[src/hw/rtl/lpn_pkg.sv]
// Package: shared constants and types for the Lp vector normalizer.
`default_nettype none
package lpn_pkg;
  localparam int MaxLenDef     = 64;
  localparam int SampleBitsDef = 16;
  localparam int AccBits       = 37;
  localparam int L2Guard       = 8;
  localparam int CfgBits       = 7;
  localparam int IdxBits       = 1;
  localparam logic [IdxBits-1:0] RegNormOrder = 1'd0;
  localparam logic [IdxBits-1:0] RegVecLen    = 1'd1;
  localparam logic [1:0] OrderL1 = 2'd1;
  typedef logic [AccBits-1:0] acc_t;
endpackage
`default_nettype wire

[src/hw/rtl/lp_vector_normalizer.sv]
// Top level: Lp (L1 / L2) vector normalizer over a sample memory.
//
// channel  ports                         handshake
// -------  ----------------------------  ------------------------------
// input    in_sample                     start & !busy
// result   out_out_value, out_last       out_valid, one cycle, no stall
// config   cfg_we, cfg_index, cfg_data   cfg_we, immediate
//
// Each request is stored when it is accepted. After the last sample of a vector the
// block reads the memory once per sample to accumulate, forms the norm with a
// bit-serial square root (L2 only), then per sample reads the memory and runs a
// bit-serial divider: a read state, the divide steps and an output state for
// each result.
// busy stays high from the cycle after the last sample until the final result
// shows; a new request can be taken in that same cycle.
// Reset is synchronous, active low; the sample memory is not cleared.
// The receiver cannot stall: every result shows for exactly one cycle.
`default_nettype none
module lp_vector_normalizer #(
  parameter int MAX_LEN     = lpn_pkg::MaxLenDef,
  parameter int SAMPLE_BITS = lpn_pkg::SampleBitsDef
) (
  input  wire logic                          clk,
  input  wire logic                          rst_n,
  input  wire logic                          start,
  output logic                               busy,
  input  wire logic signed [SAMPLE_BITS-1:0] in_sample,
  output logic                               out_valid,
  output logic signed [SAMPLE_BITS-1:0]      out_out_value,
  output logic                               out_last,
  input  wire logic                          cfg_we,
  input  wire logic [lpn_pkg::IdxBits-1:0]   cfg_index,
  input  wire logic [lpn_pkg::CfgBits-1:0]   cfg_data
);
  import lpn_pkg::*;

  localparam int AW  = (MAX_LEN > 1) ? $clog2(MAX_LEN) : 1;
  localparam int CW  = $clog2(MAX_LEN + 1);
  localparam int F   = SAMPLE_BITS - 1;
  // numerator width: magnitude shifted by F+Guard
  localparam int NW  = SAMPLE_BITS + F + L2Guard;
  localparam int RW  = (AccBits + 2 * L2Guard + 1) / 2;  // root bits
  localparam int SQW = 2 * RW;                            // sqrt operand bits, even
  localparam int DW  = (RW > AccBits) ? RW : AccBits;
  localparam int SQI = RW;                                // sqrt iterations
  localparam int QW  = NW + 1;

  localparam logic [2:0] S_IDLE = 3'd0, S_ACC = 3'd1, S_SQRT = 3'd2,
                         S_RD = 3'd3, S_DIV = 3'd4, S_OUT = 3'd5;

  logic [2:0] state_r, state_nxt;
  logic [1:0] order_r;
  logic [CfgBits-1:0] vlen_r;
  logic [CW-1:0] count_r;
  logic [CW-1:0] rd_cnt_r;
  logic [CW-1:0] n_r;
  logic l1_r;
  acc_t acc_r;
  logic [DW-1:0] norm_r;
  logic [SQW+1:0] sq_rem_r;
  logic [RW-1:0] sq_root_r;
  logic [SQW-1:0] sq_op_r;
  logic [6:0] step_r;
  logic [NW-1:0] num_r;
  logic [DW:0] rem_r;
  logic neg_r;
  logic rd_valid_r;

  // sample memory, one write and one registered read per cycle
  logic [SAMPLE_BITS-1:0] mem [MAX_LEN];
  logic [SAMPLE_BITS-1:0] rd_data_r;
  logic [AW-1:0] rd_addr;

  // effective length, clamped to 1..MAX_LEN
  logic [CW-1:0] len_eff;
  always_comb begin
    if (vlen_r == '0) len_eff = CW'(1);
    else if (32'(vlen_r) > MAX_LEN) len_eff = CW'(MAX_LEN);
    else len_eff = CW'(vlen_r);
  end

  logic accept;
  assign busy   = (state_r != S_IDLE);
  assign accept = start && !busy;
  logic vec_done;
  assign vec_done = accept && (count_r + CW'(1) >= len_eff);

  assign rd_addr = rd_cnt_r[AW-1:0];

  always_ff @(posedge clk) begin
    if (accept && (32'(count_r) < MAX_LEN)) mem[count_r[AW-1:0]] <= in_sample;
    rd_data_r <= mem[rd_addr];
  end

  // magnitude of the read sample
  logic rd_neg;
  logic [SAMPLE_BITS-1:0] rd_mag;
  assign rd_neg = rd_data_r[SAMPLE_BITS-1];
  assign rd_mag = rd_neg ? (~rd_data_r + 1'b1) : rd_data_r;

  logic [2*SAMPLE_BITS-1:0] sq;
  assign sq = rd_mag * rd_mag;
  logic [AccBits:0] add_sum;
  assign add_sum = {1'b0, acc_r} +
                   (l1_r ? (AccBits+1)'(rd_mag) : (AccBits+1)'(sq));

  // sqrt step (restoring, two bits per cycle)
  logic [SQW+1:0] sq_trial, sq_rem_sh;
  assign sq_rem_sh = {sq_rem_r[SQW-1:0], sq_op_r[SQW-1 -: 2]};
  assign sq_trial  = sq_rem_sh - (SQW+2)'({sq_root_r, 2'b01});

  // divide step: remainder shift-in of numerator msb
  logic [DW+1:0] div_sh, div_tr;
  assign div_sh = {rem_r, num_r[NW-1]};
  assign div_tr = div_sh - (DW+2)'(norm_r);

  logic [QW-1:0] quo_r;
  // round to nearest: bump the quotient when twice the remainder reaches the divisor
  logic [DW+1:0] rem2;
  logic [QW-1:0] q_r;
  assign rem2 = {rem_r, 1'b0};
  assign q_r  = quo_r + QW'(rem2 >= (DW+2)'(norm_r));

  logic [SAMPLE_BITS-1:0] out_v;
  localparam logic [QW-1:0] One = QW'(1) << F;
  always_comb begin
    logic [QW-1:0] q;
    q = q_r;
    if (norm_r == '0) q = '0;
    if (neg_r) begin
      if (q > One) q = One;
      out_v = SAMPLE_BITS'(~q + 1'b1);
    end else begin
      if (q > One - 1'b1) q = One - 1'b1;
      out_v = SAMPLE_BITS'(q);
    end
  end

  always_comb begin
    state_nxt = state_r;
    unique case (state_r)
      S_IDLE: if (vec_done) state_nxt = S_ACC;
      S_ACC:  if (rd_valid_r && (rd_cnt_r == n_r)) state_nxt = l1_r ? S_RD : S_SQRT;
      S_SQRT: if (step_r == 7'(SQI - 1)) state_nxt = S_RD;
      S_RD:   state_nxt = S_DIV;
      S_DIV:  if (step_r == 7'(NW)) state_nxt = S_OUT;
      S_OUT:  state_nxt = (rd_cnt_r == n_r) ? S_IDLE : S_RD;
      default: state_nxt = S_IDLE;
    endcase
  end

  always_ff @(posedge clk) begin
    if (!rst_n) begin
      state_r    <= S_IDLE;
      order_r    <= 2'd2;
      vlen_r     <= CfgBits'(64);
      count_r    <= '0;
      rd_cnt_r   <= '0;
      rd_valid_r <= 1'b0;
      acc_r      <= '0;
      out_valid  <= 1'b0;
      step_r     <= '0;
    end else begin
      state_r   <= state_nxt;
      out_valid <= 1'b0;
      if (cfg_we) begin
        unique case (cfg_index)
          RegNormOrder: order_r <= cfg_data[1:0];
          RegVecLen:    vlen_r  <= cfg_data;
          default: ;
        endcase
      end
      unique case (state_r)
        S_IDLE: begin
          if (accept) count_r <= count_r + CW'(1);
          if (vec_done) begin
            // hold length and order for the whole vector
            n_r        <= (32'(count_r) + 1 > MAX_LEN) ? CW'(MAX_LEN) : count_r + CW'(1);
            l1_r       <= (order_r == OrderL1);
            count_r    <= '0;
            rd_cnt_r   <= '0;
            rd_valid_r <= 1'b0;
            acc_r      <= '0;
          end
        end
        S_ACC: begin
          // advance read pointer; accumulate the sample read last cycle
          if (rd_cnt_r != n_r) rd_cnt_r <= rd_cnt_r + CW'(1);
          rd_valid_r <= 1'b1;
          if (rd_valid_r) begin
            acc_r <= (acc_r == '1 || add_sum[AccBits]) ? '1 : add_sum[AccBits-1:0];
          end
          if (state_nxt != S_ACC) begin
            norm_r    <= DW'(add_sum[AccBits] || acc_r == '1 ? '1 : add_sum[AccBits-1:0]);
            sq_op_r   <= SQW'(add_sum[AccBits] || acc_r == '1 ? '1 : add_sum[AccBits-1:0])
                         << (2 * L2Guard);
            sq_rem_r  <= '0;
            sq_root_r <= '0;
            step_r    <= '0;
            rd_cnt_r  <= '0;
          end
        end
        S_SQRT: begin
          step_r  <= step_r + 7'd1;
          sq_op_r <= sq_op_r << 2;
          if (!sq_trial[SQW+1]) begin
            sq_rem_r  <= sq_trial;
            sq_root_r <= {sq_root_r[RW-2:0], 1'b1};
          end else begin
            sq_rem_r  <= sq_rem_sh;
            sq_root_r <= {sq_root_r[RW-2:0], 1'b0};
          end
          if (step_r == 7'(SQI - 1)) begin
            norm_r <= DW'({sq_root_r[RW-2:0], !sq_trial[SQW+1]});
            step_r <= '0;
          end
        end
        S_RD: begin
          // memory read lands next cycle; divide starts there
          rd_cnt_r <= rd_cnt_r + CW'(1);
          step_r   <= '0;
        end
        S_DIV: begin
          if (step_r == 7'd0) begin
            // load numerator: magnitude scaled to Q1.F, plus the guard bits in L2
            num_r <= l1_r ? NW'(rd_mag) << F : NW'(rd_mag) << (F + L2Guard);
            rem_r <= '0;
            quo_r <= '0;
            neg_r <= rd_neg;
          end else begin
            num_r <= num_r << 1;
            if (!div_tr[DW+1]) begin
              rem_r <= div_tr[DW:0];
              quo_r <= {quo_r[QW-2:0], 1'b1};
            end else begin
              rem_r <= div_sh[DW:0];
              quo_r <= {quo_r[QW-2:0], 1'b0};
            end
          end
          step_r <= step_r + 7'd1;
        end
        S_OUT: begin
          out_valid <= 1'b1;
        end
        default: ;
      endcase
    end
  end

  always_ff @(posedge clk) begin
    if (state_r == S_OUT) begin
      out_out_value <= out_v;
      out_last      <= (rd_cnt_r == n_r);
    end
  end

  property p_out_busy;
    @(posedge clk) disable iff (!rst_n) out_valid |-> $past(busy);
  endproperty
  a_out_busy: assert property (p_out_busy) else $error("result outside vector");
  property p_last_idle;
    @(posedge clk) disable iff (!rst_n) (out_valid && out_last) |-> !busy;
  endproperty
  a_last_idle: assert property (p_last_idle) else $error("busy after last");
endmodule
`default_nettype wire

[config.mk]
export PLATFORM = sky130hd
export DESIGN_NAME = lp_vector_normalizer
export DESIGN_NICKNAME = d
export VERILOG_FILES = /design/src/hw/rtl/lpn_pkg.sv /design/src/hw/rtl/lp_vector_normalizer.sv
export SDC_FILE = /design/constraint.sdc
export NUM_CORES = 2
export LEC_CHECK = 0
export BUFFER_PORTS_ARGS = -buffer_cell sky130_fd_sc_hd__buf_2
export CORE_MARGIN = 3
export CORE_UTILIZATION = 38
export CTS_CLUSTER_SIZE = 14
export DETAILED_ROUTE_END_ITERATION = 8
export GPL_ROUTABILITY_DRIVEN = 0
export PLACE_DENSITY_LB_ADDON = 0.25
export SYNTH_ARGS = -nofsm -noshare
export SYNTH_HDL_FRONTEND = slang
export SYNTH_SLANG_ARGS = --single-unit
[constraint.sdc]
create_clock -name clk -period 13.95 [get_ports clk]
set_clock_uncertainty 0.05 [all_clocks]
set_input_delay 3.4875 -clock clk [delete_from_list [all_inputs] [get_ports clk]]
set_output_delay 3.4875 -clock clk [all_outputs]
set_load 0.03 [all_outputs]
==> impl_metrics.tcl <==
set metrics [dict create \
    crit_type "reg -> reg" \
    fmax_mhz 85.6 \
    clk_path_buf_depth 3 \
    async_reset_ff_share_pct 0 \
    cts_hold_buf 0 \
    die_w_um 435 \
    worst_slew_pin_slew_ns 1.27 \
    worst_setup_path_start_kind "register" \
    die_area_sq_mm 0.189 \
    hpwl_um 113000 \
    fin_crit_ns 11.68 \
    grt_use_total_pct 18.5 \
    ioPinCount 47 \
    r2r_slack_ns 2.27 \
    crit_arrival_ns 12.16 \
    nNetsFinal 5460 \
    ant_nets 0 \
    hp-class "reg -> reg" \
    yosysMostFrequentCell "edfxtp_1" \
    synth_common_cells "edfxtp_1, nor2_1, inv_1, mux4_2, nand2_1" \
    tns_ns 0 \
    synthTopCellsByArea "edfxtp_1, mux4_2, fa_1" \
    seq_area_frac_synth_pct 58.7 \
    rows 156 \
    slew_viol_final 0 \
    crit_path_max_incr_delay_ns 0.71 \
    drtIter0Drc 3796 \
    cts_resized 0 \
    status "finished, final reports clean" \
    r2r_cells 40 \
    critPathSlowestCell "xor2_1" \
    synthCells 4996 \
    ys_warn_count 0 \
    core_area_sq_mm 0.182 \
    die_h_um 435 \
    critical_path.max_fanout 33 \
    grt_pass1_vias 41803 \
    endpoint_kind "register" \
    remaining_drc_errors 0 \
    fin_crit_sh_pct 83.7 \
    rsz0062_at_grt "no" \
    area_growth_pct 11.8 \
    clock_tree.root_cell "clkbuf_16" \
    min_path_cells 2 \
    syn_area_sq_mm 0.0700 \
    routed_via_density 5.45 \
    grt_max_degree 138 \
    insertion_delay_ns 0.80 \
    setup-violations-final 0 \
    cts_buffers 150 \
    synth_edf_count 1308 \
    start_util_pct 38.5 \
    grt_antenna_before_repair 12 \
    crit_required_ns 14.43 \
    port_buffers 46 \
    holdPathEnd "vlen_r[0]" \
    via_count 41607 \
    hold_violations 0 \
    r2r-end "sq_op_r[45]" \
    htree_levels 4 \
    synth_cell_types 100 \
    syn_avg_cell_area_sq_um 14.0 \
    path_clk_slew_ns 0.06 \
    synth_top_cell_by_area "edfxtp_1" \
    ys_ff_latch 1396 \
    cap_violations 0 \
    wl_um 177000 \
    gr-total-overflow 0 \
    max-slew-margin-rel_pct 15.4 \
    min-delay-start "vlen_r[0]" \
    synthFlopType "edfxtp_1" \
    cts_tree "yes" \
    clock-sinks 1396 \
    grt_pass1_wl_um 268000 \
    wl_per_cell_um 23.2 \
    yosys.area.top_type_share_pct 56.1 \
    cts_setup_buffers 0 \
    r2r_start "rd_data_r[0]" \
    layout-drive-gt1-share_pct 15.8 \
    dr.pass1.iters 5 \
    path_common_cell "inv_1" \
]
-- area by class of cell --
cell class,instances,area [sq um]
Antenna cell,2,5.00
Clock inverter,78,883
Tap cell,2449,3060
Sequential cell,1396,41100
Timing Repair Buffer,147,1030
Fill cell,16434,104000
Clock buffer,196,4020
Multi-Input combinational cell,2996,26800
Inverter,367,1380
-- cell families (layout without fill, tap and decap cells) --
group / Yosys count / count (layout) / synth area share, %
mux: 355 / 355 / 11.1
other cells: 2 / 13 / 0.0107
simple gates: 1253 / 1253 / 8.62
xor+xnor: 177 / 177 / 2.22
fa+ha+maj: 374 / 374 / 8.47
flops: 1396 / 1396 / 58.7
compound gates: 826 / 826 / 7.54
buf+inv: 613 / 788 / 3.38
-- metal layers --
metal  vias to the layer above  track usage (%)  share of wire, %
li1                      19002                -                 -
met1                     21328             24.8                42
met2                      1064             31.8                51
met3                       207             2.55               5.0
met4                         6             4.75               2.0
met5                         -                0             0.023
-- cell usage in the layout, fill, tap and decap left out, types with 40 or more instances in the layout --
cell and instances:
a21oi_1 273, nand3_1 107, xor2_1 78, nor3_1 90, buf_2 46, xnor2_1 98, clkbuf_1 40, nor2_1 347
edfxtp_1 1308, nand4_1 59, ha_1 208, a21o_1 83, fa_1 166, clkbuf_16 153, buf_4 98, mux4_2 336
nand2_1 312, o21a_1 41, o21ai_0 165, dfxtp_1 84, and2_1 52, nor2_2 53, inv_1 362
-- through the flow --
| step | utilization (%) | setup WS, ns | hold WS, ns | area [sq um] | cells |
|---|---|---|---|---|---|
| final | 43.0 | 2.27 | 0.418 | 78200 | 7631 |
| after global routing | 43.0 | 1.46 | 0.440 | 78200 | 7629 |
| after CTS | 43.0 | 2.29 | 0.421 | 78200 | 7629 |
| after detailed placement | 40.3 | 2.27 | 0.412 | 73300 | 7355 |
| after global placement | 40.3 | 2.47 | 0.406 | 73300 | 7355 |
| after floorplan | - | 3.25 | 0.356 | 70000 | 5005 |
-- state kept, by name, summed over array words and instances (netlist names), 16 cells and up --
signal and count:
mem 1024, sq_op_r 38, rd_data_r 16, rem_r 38
quo_r 40, num_r 24, out_out_value 16, sq_root_r 27
norm_r 37, acc_r 37, sq_rem_r 54
-- critical path: cells and delay by family, from the launching register on --
family | cells | cell delay (ns)
adder cells (fa/ha/maj) | 9 | 4.09
buffers and inverters | 8 | 1.02
AO/OA/AOI/OAI | 9 | 2.33
flip-flops | 1 | 0.55
AND/OR/NAND/NOR | 11 | 2.23
XOR/XNOR | 2 | 0.85
multiplexers | 1 | 0.33
-- worst max path at each step --
stage / startpoint / end / cells after the start
floorplan: rst_n / norm_r[0] / 5
global placement: rd_data_r[2] / sq_op_r[45] / 40
detailed placement: rd_data_r[0] / sq_op_r[45] / 40
CTS: rd_data_r[0] / sq_op_r[45] / 40
global route: rd_data_r[0] / sq_op_r[45] / 40
finish: rd_data_r[0] / sq_op_r[45] / 40
Power is not shown: default switching activity piles up to over one toggle a cycle in this logic, so the estimate is an artifact.
